`src/rtl/core/assert_macros.svh`:
```
// assertion macros shared by the lfu cache table rtl
// no dependencies; include by bare file name
`ifndef ASSERT_MACROS_SVH
`define ASSERT_MACROS_SVH

// same-cycle implication, disabled while reset is low
`define LCT_ASSERT_IMP(lbl, clk, rst_n, ante, cons) \
    lbl: assert property (@(posedge clk) disable iff (!rst_n) (ante) |-> (cons)) \
        else $error("lct assertion failed");

// next-cycle implication, disabled while reset is low
`define LCT_ASSERT_NXT(lbl, clk, rst_n, ante, cons) \
    lbl: assert property (@(posedge clk) disable iff (!rst_n) (ante) |=> (cons)) \
        else $error("lct assertion failed");

`endif

```
`src/rtl/core/lct_pkg.sv`:
```
`timescale 1ns / 1ps
// shared constants and types for the lfu cache table
// no dependencies
package lct_pkg;

    // fixed field widths
    localparam int DATA_W  = 32;
    localparam int CNT_W   = 16;
    localparam int STAMP_W = 48;
    localparam int CFG_W   = 5;

    // parameter defaults
    localparam int ENTRIES_DEF  = 16;
    localparam int KEY_BITS_DEF = 16;

    // capacity register reset value
    localparam logic [CFG_W-1:0] CAP_RESET = 5'd16;

    // saturation limit of the use count
    localparam logic [CNT_W-1:0] CNT_MAX = {CNT_W{1'b1}};

    // action codes
    localparam logic ACT_GET = 1'b0;
    localparam logic ACT_PUT = 1'b1;

    // commit command broadcast to the selected cell
    typedef struct packed {
        logic load;     // insert new key with count one
        logic touch;    // bump count and restamp
        logic wr_data;  // replace stored data on touch
    } t_lct_cmd;

endpackage

```
`src/rtl/core/lct_cell.sv`:
```
`timescale 1ns / 1ps
// one entry of the lfu cache table plus one hop of the search token
// depends on lct_pkg
module lct_cell
    import lct_pkg::*;
#(
    parameter int               IDX_W    = 4,
    parameter int               KEY_W    = KEY_BITS_DEF,
    parameter logic [IDX_W-1:0] CELL_IDX = '0
) (
    input  logic               i_clk,
    input  logic               i_rst_n,
    // operation word and commit command
    input  logic [KEY_W-1:0]   i_op_key,
    input  logic [DATA_W-1:0]  i_op_value,
    input  logic [STAMP_W-1:0] i_op_stamp,
    input  t_lct_cmd           i_cmd,
    input  logic [IDX_W-1:0]   i_sel_idx,
    // token from the previous cell
    input  logic               i_hit,
    input  logic [IDX_W-1:0]   i_hit_idx,
    input  logic [DATA_W-1:0]  i_hit_data,
    input  logic               i_any,
    input  logic [IDX_W-1:0]   i_best_idx,
    input  logic [CNT_W-1:0]   i_best_cnt,
    input  logic [STAMP_W-1:0] i_best_stamp,
    input  logic [KEY_W-1:0]   i_best_key,
    input  logic               i_free,
    input  logic [IDX_W-1:0]   i_free_idx,
    // token to the next cell
    output logic               o_hit,
    output logic [IDX_W-1:0]   o_hit_idx,
    output logic [DATA_W-1:0]  o_hit_data,
    output logic               o_any,
    output logic [IDX_W-1:0]   o_best_idx,
    output logic [CNT_W-1:0]   o_best_cnt,
    output logic [STAMP_W-1:0] o_best_stamp,
    output logic [KEY_W-1:0]   o_best_key,
    output logic               o_free,
    output logic [IDX_W-1:0]   o_free_idx
);

    // entry state
    logic               r_valid;
    logic [KEY_W-1:0]   r_key;
    logic [DATA_W-1:0]  r_data;
    logic [CNT_W-1:0]   r_cnt;
    logic [STAMP_W-1:0] r_stamp;

    // token registers
    logic               r_hit, n_hit;
    logic [IDX_W-1:0]   r_hit_idx, n_hit_idx;
    logic [DATA_W-1:0]  r_hit_data, n_hit_data;
    logic               r_any, n_any;
    logic [IDX_W-1:0]   r_best_idx, n_best_idx;
    logic [CNT_W-1:0]   r_best_cnt, n_best_cnt;
    logic [STAMP_W-1:0] r_best_stamp, n_best_stamp;
    logic [KEY_W-1:0]   r_best_key, n_best_key;
    logic               r_free, n_free;
    logic [IDX_W-1:0]   r_free_idx, n_free_idx;

    logic sel;
    logic key_match;
    logic better;

    assign sel       = (i_sel_idx == CELL_IDX);
    assign key_match = r_valid && (r_key == i_op_key);
    // strict compares keep the lowest index on a full tie
    assign better    = r_valid && (!i_any || (r_cnt < i_best_cnt) ||
                       ((r_cnt == i_best_cnt) && (r_stamp < i_best_stamp)));

    // token update for this hop
    always_comb begin
        n_hit        = i_hit;
        n_hit_idx    = i_hit_idx;
        n_hit_data   = i_hit_data;
        n_any        = i_any;
        n_best_idx   = i_best_idx;
        n_best_cnt   = i_best_cnt;
        n_best_stamp = i_best_stamp;
        n_best_key   = i_best_key;
        n_free       = i_free;
        n_free_idx   = i_free_idx;
        if (!i_hit && key_match) begin
            n_hit      = 1'b1;
            n_hit_idx  = CELL_IDX;
            n_hit_data = r_data;
        end
        if (better) begin
            n_any        = 1'b1;
            n_best_idx   = CELL_IDX;
            n_best_cnt   = r_cnt;
            n_best_stamp = r_stamp;
            n_best_key   = r_key;
        end
        if (!i_free && !r_valid) begin
            n_free     = 1'b1;
            n_free_idx = CELL_IDX;
        end
    end

    // token hop register
    always_ff @(posedge i_clk) begin
        r_hit        <= n_hit;
        r_hit_idx    <= n_hit_idx;
        r_hit_data   <= n_hit_data;
        r_any        <= n_any;
        r_best_idx   <= n_best_idx;
        r_best_cnt   <= n_best_cnt;
        r_best_stamp <= n_best_stamp;
        r_best_key   <= n_best_key;
        r_free       <= n_free;
        r_free_idx   <= n_free_idx;
    end

    // valid bit
    always_ff @(posedge i_clk) begin
        if (!i_rst_n) begin
            r_valid <= 1'b0;
        end else if (sel && i_cmd.load) begin
            r_valid <= 1'b1;
        end
    end

    // entry payload
    always_ff @(posedge i_clk) begin
        if (sel && i_cmd.load) begin
            r_key   <= i_op_key;
            r_data  <= i_op_value;
            r_cnt   <= CNT_W'(1);
            r_stamp <= i_op_stamp;
        end else if (sel && i_cmd.touch) begin
            if (r_cnt != CNT_MAX) begin
                r_cnt <= r_cnt + 1'b1;
            end
            r_stamp <= i_op_stamp;
            if (i_cmd.wr_data) begin
                r_data <= i_op_value;
            end
        end
    end

    assign o_hit        = r_hit;
    assign o_hit_idx    = r_hit_idx;
    assign o_hit_data   = r_hit_data;
    assign o_any        = r_any;
    assign o_best_idx   = r_best_idx;
    assign o_best_cnt   = r_best_cnt;
    assign o_best_stamp = r_best_stamp;
    assign o_best_key   = r_best_key;
    assign o_free       = r_free;
    assign o_free_idx   = r_free_idx;

endmodule

```
`config.mk`:
```
export PLATFORM = sky130hd
export DESIGN_NAME = lct_cell
export DESIGN_NICKNAME = d
export VERILOG_FILES = /design/src/rtl/core/assert_macros.svh /design/src/rtl/core/lct_pkg.sv /design/src/rtl/core/lct_cell.sv
export SDC_FILE = /design/constraint.sdc
export NUM_CORES = 1
export LEC_CHECK = 0
export BUFFER_PORTS_ARGS = -buffer_cell sky130_fd_sc_hd__buf_2
export CAP_MARGIN = 10
export CORE_MARGIN = 1
export CORE_UTILIZATION = 40
export DETAILED_ROUTE_END_ITERATION = 8
export GPL_TIMING_DRIVEN = 0
export PLACE_DENSITY = 0.7
export REMOVE_ABC_BUFFERS = 1
export SYNTH_ARGS = -nofsm -noshare
export SYNTH_HDL_FRONTEND = slang
export SYNTH_SLANG_ARGS = --single-unit
```
`constraint.sdc`:
```
create_clock -name i_clk -period 2.7 [get_ports i_clk]
set_clock_uncertainty 0.2 [all_clocks]
set_input_delay 0.27 -clock i_clk [delete_from_list [all_inputs] [get_ports i_clk]]
set_output_delay 0.27 -clock i_clk [all_outputs]
set_load 0.02 [all_outputs]
```
==> run_results.csv, run 1 <==
group,metric,value,unit
run,maxCapViolCount,0,
clock_tree,clkLatencyLatePin,0.54,ns
clock_tree,tritoncts,"yes",
sta,finalSetupTns,-39.80,ns
yosys,yosysUniqueCellTypes,47,
yosys,yosysTopAreaCellShare,29.8,%
pwr,switching_share,24.1,%
yosys,synth_warnings,0,
global_routing,gr-usage-met2,40.8,%
placed_design,gp_congestion,0.847,
die,std_cell_rows,56,
yosys,synthMuxAreaShare,15.3,%
sta,finalCriticalPeriod,3.21,ns
clock_tree,clkTransAtPathRegs,0.06,ns
pwr,pwr-share-comb,13.8,%
clock_tree,cts_sinks,240,
detailed_routing,drcViolationCount,0,
pwr,vdd_ir_drop_max,418,uV
min_path,worstHoldEndpoint,"r_cnt[2]$_SDFFE_PP0P_",
min_path,min_path_cells,5,
clock_tree,h-tree-depth,1,
setup_path,crit_path_end_kind,"register",
sta,layout_setup_ws,-0.515,ns
yosys,synth_top_area_cell,"dfxtp_1",
yosys,synth_most_common_cell,"dfxtp_1",
global_routing,grt_busiest_layer,"met2",
clock_tree,cts_buffer_depth,3,
sta,finalCritPeriodShare,119,%
global_routing,overflow,0,
yosys,yosys.area_share.adder,8.29,%
sta,tightest_slew,1.15,ns
sta,slew_headroom,23.2,%
setup_path,cp.required,2.91,ns
detailed_routing,drt-total-wl,30.3,mm
yosys,async_flop_share,0,%
sta,rsz0062_at_grt,"true",
yosys,synthSimpleGateAreaFrac,6.58,%
pwr,p_switching,0.00215,W
pwr,powerDensity,577,mW/mm2
yosys,synth_compound_area_share,3.85,%
die,die_area,0.0248,mm2
yosys,synth-edff-count,96,
global_routing,grt_max_degree,37,
yosys,synth_ff_type,"dfxtp_1",
pwr,leakage,7.15,nW
cells_and_area,num-nets-final,1617,
global_routing,grt_antenna_before_repair,4,
sta,whs,0.0409,ns
cells_and_area,fill_cells,1667,
global_routing,globalRouteMet3Util,4.65,%
yosys,postSynthCellCount,703,
yosys,netlist_area,0.00966,mm2
sta,finalSetupViolCount,84,
yosys,synthXorXnorAreaFrac,2.54,%
pwr,power.total,0.00891,W
yosys,synth_seq_cells,240,
min_path,holdCritStartpoint,"i_sel_idx[2]",
cells_and_area,area_growth,59.8,%
setup_path,crit_type,"register to register",
setup_path,r2r-end,"o_best_stamp[6]$_DFF_P_",
die,pin_count,359,
clock_tree,cts_buffers,27,
detailed_routing,vias_per_cell,4.77,
cells_and_area,drive_gt1_share,41.1,%
detailed_routing,first_pass_iters,4,
die,die_w,157,um
detailed_routing,vias,7956,
setup_path,path_max_fanout,7,
yosys,synth.area.top_cells,"dfxtp_1 (30%), edfxtp_1 (30%), mux2_4 (8.7%)",
sta,finalHoldViolCount,0,
die,design.core.area,0.0236,mm2
global_routing,grt_use_met1,25.4,%
pwr,seqPwrFrac,45.6,%
setup_path,cp.arrival,3.43,ns
detailed_routing,drtIter0Drc,455,
setup_path,cp-startpoint,"r_stamp[19]$_DFFE_PP_",
cells_and_area,fin_util,65.4,%
die,fp.dieH,157,um
detailed_routing,drtAntennaViolNets,0,
detailed_routing,wl_per_cell,18.2,um
die,start_util,40.9,%
status,violations,"setup timing",
setup_path,start_kind,"register",
yosys,ys_seq_area_share,59.7,%
setup_path,r2r_start,"r_stamp[19]$_DFFE_PP_",
setup_path,regToRegSetupSlack,-0.51,ns
setup_path,rr_worst_depth,10,
pwr,internal-power,0.00676,W
yosys,synth_top_family_by_area,"multiplexers",
clock_tree,cts_root_buf,"clkbuf_16",
sta,slew_violations,0,
min_path,holdCritPathClass,"input pin to register",
yosys,synth_area_per_cell,13.7,um2
placed_design,dp_hpwl,18.4,mm
sta,fmax,0.311,GHz
global_routing,grt_pass1_vias,8152,
pwr,clock_power_share,40.7,%
placed_design,port_buffers,358,
yosys,synth_common_cells,"dfxtp_1 (144), edfxtp_1 (96), inv_1 (65), ha_1 (64), mux2_4 (56)",
status,status,"finished with violations",
global_routing,grt_pass1_wl,42.9,mm
global_routing,grtUsageTotal,22.6,%
==> how the worst max path moves through the flow <==
| stage | endpoint | slack (ns) |
|---|---|---|
| after global routing | o_best_cnt[2]$_DFF_P_ | -0.56 |
| after CTS | o_best_stamp[10]$_DFF_P_ | -0.51 |
| after global placement | o_best_key[12]$_DFF_P_ | -8.19 |
| final | o_best_stamp[6]$_DFF_P_ | -0.51 |
| after floorplan | o_best_cnt[15]$_DFF_P_ | -5.00 |
| after detailed placement | o_best_key[12]$_DFF_P_ | -1.26 |
==> placed cells by master, fill, tap and decap left out, types with 3 or more instances in the layout <==
| cell | netlist | final |
|---|---|---|
| a21boi_0 | 3 | 3 |
| a21oi_1 | 26 | 24 |
| a31oi_1 | 4 | 3 |
| and2_1 | 5 | 5 |
| and4_1 | 6 | 5 |
| buf_12 | 0 | 8 |
| buf_2 | 5 | 358 |
| buf_4 | 0 | 7 |
| clkbuf_1 | 4 | 5 |
| clkbuf_16 | 0 | 30 |
| clkbuf_8 | 0 | 5 |
| clkinv_2 | 0 | 4 |
| clkinvlp_4 | 0 | 5 |
| dfxtp_1 | 144 | 144 |
| diode_2 | 0 | 7 |
| dlygate4sd3_1 | 0 | 227 |
| edfxtp_1 | 96 | 96 |
| ha_1 | 64 | 60 |
| ha_4 | 0 | 4 |
| inv_1 | 65 | 65 |
| mux2_2 | 55 | 25 |
| mux2_4 | 56 | 87 |
| nand2_1 | 23 | 21 |
| nand2b_1 | 3 | 3 |
| nand3_1 | 16 | 16 |
| nand4_1 | 19 | 19 |
| nor2_1 | 24 | 24 |
| nor2b_1 | 10 | 10 |
| nor3_1 | 4 | 4 |
| o21ai_0 | 6 | 6 |
| xnor2_1 | 21 | 21 |
| xor2_1 | 7 | 7 |
==> critical path, cell delays in order, from the launching register on <==
cell,delay (ns)
edfxtp_1,0.45
ha_4,0.26
a21oi_2,0.14
o21ai_1,0.09
a221o_1,0.34
a2111o_1,0.44
a2111oi_4,0.43
o21ai_4,0.10
buf_4,0.18
clkbuf_16,0.17
mux2_4,0.29
==> power groups by stage <==
stage	registers (W)	logic (W)	clock network, W
after detailed placement	0.00412	0.000885	0
after global placement	0.00412	0.000881	0
after floorplan	0.00425	0.000361	0
after global routing	0.00408	0.00131	0.00384
after CTS	0.00405	0.00117	0.00368
final	0.00406	0.00123	0.00362
==> repair_timing <==
action	CTS	global route
buffers inserted	8	5
pin swaps	8	7
endpoints found under the hold margin	227	0
resized for setup	13	44
hold buffers	227	0
setup endpoints to repair	111	99
gates cloned	0	2
==> state kept, by name, summed over array words and instances (netlist names), 16 cells and up <==
register and cells:
r_cnt 16, o_best_cnt 16, o_best_key 16, r_stamp 48
o_best_stamp 48, r_data 32, r_key 16, o_hit_data 32
==> metrics by stage <==
step	std cells	worst slack [ns]	area, um2
2_1_floorplan	687	-5.00	9540
3_3_place_gp	1364	-8.19	11700
3_5_place_dp	1371	-1.26	11900
4_1_cts	1655	-0.514	15200
5_1_grt	1666	-0.560	15400
6_report	1668	-0.515	15400
==> layer usage <==
metal | wire length (um) | share of wire, % | vias to the layer above
met5 | 0 | 0 | -
met4 | 1220 | 4.0 | 0
met3 | 1680 | 5.5 | 95
met2 | 15900 | 52 | 290
met1 | 11600 | 38 | 3806
li1 | - | - | 3765
==> area by class of cell <==
type,count,area [um2],share of cell area [%]
clock buffers,38,788,5.10
clock inverters,12,100,0.648
repair buffers,605,4360,28.3
well taps,319,399,2.58
diodes,7,17.5,0.113
inverters,65,244,1.58
multi-input cells,382,3760,24.4
flip-flops and latches,240,5770,37.3
==> kinds of logic after synthesis <==
logic type,Yosys count
simple gates,119
compound gates,58
fa+ha+maj,64
buf+inv,81
mux,113
xor+xnor,28
flops,240
No activity file was read; power rests on OpenSTA's default activity.
==> run 2, diff against run 1 <==
--- a/config.mk
+++ b/config.mk
@@ -11,7 +11,7 @@
 export CORE_UTILIZATION = 40
 export DETAILED_ROUTE_END_ITERATION = 8
 export GPL_TIMING_DRIVEN = 0
-export PLACE_DENSITY = 0.7
+export PLACE_DENSITY = 0.71
 export REMOVE_ABC_BUFFERS = 1
 export SYNTH_ARGS = -nofsm -noshare
 export SYNTH_HDL_FRONTEND = slang
==> run 2 against run 1 <==
Effect of this change: the run still ends with setup timing left; count of clock-buffer cells in the layout is 2 lower; wire length is 0.44% lower; first-iteration DRC count is 23% lower; highest routed layer unchanged.
==> run_results.csv, run 2 (same netlist as run 1, synthesis figures left out) <==
group,metric,value,unit
cells_and_area,area_growth,60.7,%
detailed_routing,drcViolationCount,0,
status,violations,"setup timing",
pwr,vdd_ir_drop_max,472,uV
die,design.core.area,0.0236,mm2
sta,tightest_slew,0.885,ns
placed_design,dp_hpwl,18.1,mm
die,die_area,0.0248,mm2
run,maxCapViolCount,0,
setup_path,cp.required,2.91,ns
sta,finalSetupViolCount,84,
cells_and_area,num-nets-final,1625,
detailed_routing,wl_per_cell,18.0,um
sta,slew_violations,0,
die,std_cell_rows,56,
setup_path,critPathMostFrequentCell,"buf_12",
detailed_routing,vias_per_cell,4.73,
global_routing,overflow,0,
global_routing,grt_pass1_vias,8393,
die,start_util,40.9,%
setup_path,cp-startpoint,"r_stamp[14]$_DFFE_PP_",
cells_and_area,final_common_cell,"buf_2",
pwr,leakage,7.18,nW
setup_path,crit_path_end_kind,"register",
die,pin_count,359,
clock_tree,cts_buffers,26,
global_routing,grt_antenna_before_repair,5,
status,status,"finished with violations",
placed_design,port_buffers,358,
min_path,holdCritPathClass,"input pin to register",
setup_path,cp-endpoint,"o_best_stamp[4]$_DFF_P_",
setup_path,crit_chain,"ha_1 -> nand4_1 -> nor4_2 -> a32oi_1 -> a31oi_2 -> a2111oi_4 -> o21ai_4 -> buf_12 -> buf_12 -> mux2_2",
sta,finalHoldViolCount,0,
setup_path,slowest_delay,0.43,ns
sta,fmax,0.308,GHz
detailed_routing,vias,7922,
die,die_w,157,um
global_routing,grt_pass1_wl,44.1,mm
detailed_routing,drt-total-wl,30.2,mm
sta,rsz0062_at_grt,"true",
pwr,powerDensity,585,mW/mm2
setup_path,cp.arrival,3.45,ns
global_routing,grt_max_degree,35,
die,fp.dieH,157,um
clock_tree,h-tree-depth,1,
setup_path,path_max_fanout,12,
setup_path,r2r_start,"r_stamp[14]$_DFFE_PP_",
setup_path,rr_worst_depth,10,
detailed_routing,first_pass_iters,4,
setup_path,critPathSlowestCell,"edfxtp_1",
sta,finalCritPeriodShare,120,%
placed_design,gp_congestion,0.805,
global_routing,grtUsageTotal,23.3,%
sta,layout_setup_ws,-0.546,ns
cells_and_area,mostFrequentLayoutCells,"buf_2 (358), dlygate4sd3_1 (230), dfxtp_1 (144)",
clock_tree,clkLatencyLatePin,0.52,ns
sta,finalCriticalPeriod,3.25,ns
detailed_routing,drtAntennaViolNets,0,
setup_path,regToRegSetupSlack,-0.55,ns
setup_path,crit_type,"register to register",
clock_tree,cts_root_buf,"clkbuf_16",
clock_tree,tritoncts,"yes",
clock_tree,cts_sinks,240,
setup_path,start_kind,"register",
clock_tree,cts_buffer_depth,3,
setup_path,r2r-end,"o_best_stamp[4]$_DFF_P_",
cells_and_area,drive_gt1_share,41.1,%
sta,slew_headroom,40.8,%
sta,finalSetupTns,-41.95,ns
sta,whs,0.0634,ns
detailed_routing,drtIter0Drc,352,
clock_tree,clkTransAtPathRegs,0.06,ns
## run 2: cell types whose count changed in the layout (fill, tap and decap cells not counted), moves of 4 or more
cell,before,now
mux2_4,87,56
mux2_2,25,55
buf_12,8,4
buf_16,0,8
## run 2: report_power, final
part           switching [W]  internal (W)
registers           0.000101       0.00396
clock network        0.00146       0.00235
logic               0.000547      0.000674
total                0.00211       0.00697
## run 2: layout make-up
cell class,count,area [um2]
well taps,319,399
clock buffers,36,759
repair buffers,614,4540
clock inverters,12,168
flip-flops and latches,240,5770
fillers,1640,8080
multi-input cells,382,3640
diodes,7,17.5
inverters,65,244
## run 2: worst min-delay path by stage
| stage | start | end | cells after the start |
|---|---|---|---|
| 2_1_floorplan | i_op_value[0] | r_data[0]$_DFFE_PP_ | 0 |
| 3_3_place_gp | r_data[26]$_DFFE_PP_ | o_hit_data[26]$_DFF_P_ | 1 |
| 3_5_place_dp | i_op_value[14] | r_data[14]$_DFFE_PP_ | 1 |
| 4_1_cts | i_sel_idx[2] | r_cnt[0]$_SDFFE_PP1P_ | 4 |
| 5_1_grt | i_sel_idx[3] | r_cnt[14]$_SDFFE_PP0P_ | 4 |
| 6_report | i_sel_idx[2] | r_cnt[0]$_SDFFE_PP1P_ | 4 |
## run 2: timing repair
action	4_1_cts	5_1_grt
pin swaps	10	6
endpoints found under the hold margin	227	0
buffers inserted	8	5
resized for setup	18	5
cloned	4	1
endpoints found under the setup margin	118	95
hold buffers	230	0
## run 2: critical path: cells and delay by family, from the launching register on
family / cells / cell delay (ns)
AOI/OAI and AO/OA: 4 / 0.76
buffers and inverters: 2 / 0.35
and+or+nand+nor: 2 / 0.65
muxes: 1 / 0.35
adders and majority gates: 1 / 0.36
DFF: 1 / 0.43
## run 2: per-layer routing
| metal | wire (um) | global-route usage, % | share of wire (%) |
|---|---|---|---|
| met2 | 16100 | 43.4 | 53 |
| met5 | 0 | 0 | 0 |
| met3 | 1270 | 3.63 | 4.2 |
| met1 | 11700 | 26.2 | 39 |
| met4 | 1070 | 10.1 | 3.6 |
## run 2: metrics by stage
step           cell area (um2)  total power [W]  utilization (%)  setup slack, ns  instances
3_5_place_dp             11900          0.00501             50.4            -1.40       1371
4_1_cts                  15400          0.00909             65.2           -0.562       1661
3_3_place_gp             11700          0.00500             49.7            -8.43       1364
5_1_grt                  15500          0.00940             65.7           -0.634       1673
6_report                 15500          0.00908             65.8           -0.546       1675
2_1_floorplan             9540          0.00461                -            -5.00        687
==> run 3, diff against run 2 <==
--- a/config.mk
+++ b/config.mk
@@ -8,10 +8,10 @@
 export BUFFER_PORTS_ARGS = -buffer_cell sky130_fd_sc_hd__buf_2
 export CAP_MARGIN = 10
 export CORE_MARGIN = 1
-export CORE_UTILIZATION = 40
+export CORE_UTILIZATION = 25
 export DETAILED_ROUTE_END_ITERATION = 8
 export GPL_TIMING_DRIVEN = 0
-export PLACE_DENSITY = 0.71
+export PLACE_DENSITY = 0.49
 export REMOVE_ABC_BUFFERS = 1
 export SYNTH_ARGS = -nofsm -noshare
 export SYNTH_HDL_FRONTEND = slang
==> run 3 against run 2 <==
Effect of this change: the flow still finishes with violations (setup timing); non-clock buffer count down 7; critical path depth unchanged; cell count up 11%; register-to-register slack worse by 0.09 ns; worst hold slack worse by 0.018 ns; worst setup slack worse by 0.094 ns; sequential power about the same; fmax down 2.8%; clock power up 4%; largest cell class unchanged; largest power group unchanged.
==> run_results.csv, run 3 (same netlist as run 1, synthesis figures left out) <==
group,metric,value,unit
status,status,"finished with violations",
status,violations,"setup timing",
run,maxCapViolCount,0,
setup_path,crit_type,"register to register",
cells_and_area,final_common_cell,"buf_2",
setup_path,slowest_delay,0.48,ns
pwr,leakage,7.13,nW
clock_tree,cts_buffer_depth,3,
setup_path,critPathSlowestCell,"a2111oi_4",
die,pin_count,359,
cells_and_area,fin_area,0.0157,mm2
sta,rsz0062_at_grt,"true",
die,std_cell_rows,71,
detailed_routing,first_pass_iters,4,
clock_tree,cts_sinks,240,
die,start_util,25.5,%
clock_tree,cts_buffers,29,
sta,finalHoldViolCount,0,
detailed_routing,wl_per_cell,15.4,um
sta,finalSetupViolCount,84,
setup_path,start_kind,"register",
setup_path,critPathBufInv,2,
setup_path,cp.arrival,3.57,ns
setup_path,path_max_fanout,16,
global_routing,grt_pass1_wl,42.1,mm
setup_path,crit_path_end_kind,"register",
global_routing,grt_max_degree,33,
setup_path,cp.required,2.93,ns
placed_design,gp_congestion,0.734,
placed_design,pre_cts_slack,-1.60,ns
setup_path,critPathTopFamily,"compound AO/OA/AOI/OAI gates",
sta,tightest_slew,0.844,ns
die,die_w,199,um
die,die_area,0.0394,mm2
global_routing,grt_pass1_vias,7698,
detailed_routing,drtAntennaViolNets,0,
setup_path,crit_chain,"ha_4 -> a21oi_2 -> o21ai_1 -> a221o_1 -> a2111o_1 -> a2111oi_4 -> o21ai_4 -> buf_16 -> buf_12 -> mux2_4",
global_routing,grtUsageTotal,13.9,%
cells_and_area,mostFrequentLayoutCells,"buf_2 (358), dlygate4sd3_1 (227), dfxtp_1 (144)",
min_path,holdCritPathClass,"input pin to register",
detailed_routing,vias,7583,
detailed_routing,drcViolationCount,0,
sta,layout_setup_ws,-0.640,ns
clock_tree,clkLatencyLatePin,0.55,ns
sta,finalCritPeriodShare,124,%
sta,fmax,0.299,GHz
cells_and_area,num-nets-final,1621,
global_routing,overflow,0,
placed_design,dp_hpwl,20.5,mm
detailed_routing,vias_per_cell,4.07,
sta,finalCriticalPeriod,3.34,ns
pwr,powerDensity,584,mW/mm2
sta,slew_headroom,43.2,%
die,design.core.area,0.0378,mm2
global_routing,grt_antenna_before_repair,5,
cells_and_area,drive_gt1_share,40.6,%
clock_tree,cts_root_buf,"clkbuf_16",
sta,slew_violations,0,
die,fp.dieH,199,um
clock_tree,tritoncts,"yes",
cells_and_area,area_growth,62.8,%
detailed_routing,drt-total-wl,28.6,mm
clock_tree,clkTransAtPathRegs,0.06,ns
detailed_routing,drtIter0Drc,199,
clock_tree,h-tree-depth,1,
placed_design,port_buffers,358,
pwr,vdd_ir_drop_max,355,uV
placed_design,placed_cell_area,0.0122,mm2
run 3: cell count changes in the layout (fill, tap and decap cells not counted), sizes merged:
cell         before  now
clkbuf           37   44
diode             7    5
buf             383  380
dlygate4sd3     230  227
clkinvlp          2    1
clkinv            6    3
inv              65   67
run 3: repair_timing:
action,4_1_cts,5_1_grt
setup buffers,8,2
endpoints found under the hold margin,227,0
pin swaps,8,8
endpoints found under the setup margin,119,84
cloned,2,0
resized for setup,15,4
hold buffers,227,0
run 3: final cells by class:
type	count	area, um2
tap	511	639
clock inverter	10	159
multi-input combinational	382	3660
antenna	5	12.5
fill	3644	22100
sequential	240	5770
inverter	65	244
timing repair buffer	607	4450
clock buffer	44	802
run 3: worst min-delay path: cells and delay by family:
kind / cells / cell delay (ns)
and+or+nand+nor: 3 / 0.33
buffers and inverters: 1 / 0.08
AOI/OAI and AO/OA: 1 / 0.06
run 3: routing by layer:
layer / GRT usage (%) / up-vias / wire length [um]
met5: 0 / - / 0
met1: 16.8 / 3558 / 12000
met3: 2.75 / 40 / 1580
met2: 24.2 / 211 / 14300
li1: - / 3774 / -
met4: 5.53 / 0 / 747
run 3: where the power goes:
part / switching, W / internal, W
clock: 0.00152 / 0.00243
sequential: 0.0000931 / 0.00396
combinational: 0.000521 / 0.000663
run 3: final timing paths:
check             depth (start not counted)  slack (ns)                  start                       end
setup reg to reg                         10       -0.64  r_stamp[17]$_DFFE_PP_  o_best_stamp[14]$_DFF_P_
hold / removal                            5        0.05           i_sel_idx[2]     r_cnt[2]$_SDFFE_PP0P_
setup / recovery                         10       -0.64  r_stamp[17]$_DFFE_PP_  o_best_stamp[14]$_DFF_P_
hold reg to reg                           1        0.27    r_data[3]$_DFFE_PP_     o_hit_data[3]$_DFF_P_
run 3: metrics by stage:
stage	instances	util [%]	hold WS, ns	TNS, ns	total power [W]
after global routing	1862	41.6	0.0419	-60.40	0.00962
after CTS	1856	41.4	0.00111	-56.40	0.00937
after detailed placement	1565	32.2	0.248	-147.20	0.00503
after global placement	1556	31.6	0.234	-916.51	0.00502
after floorplan	687	-	0.169	-428.83	0.00461
final	1864	41.6	0.0453	-50.62	0.00918
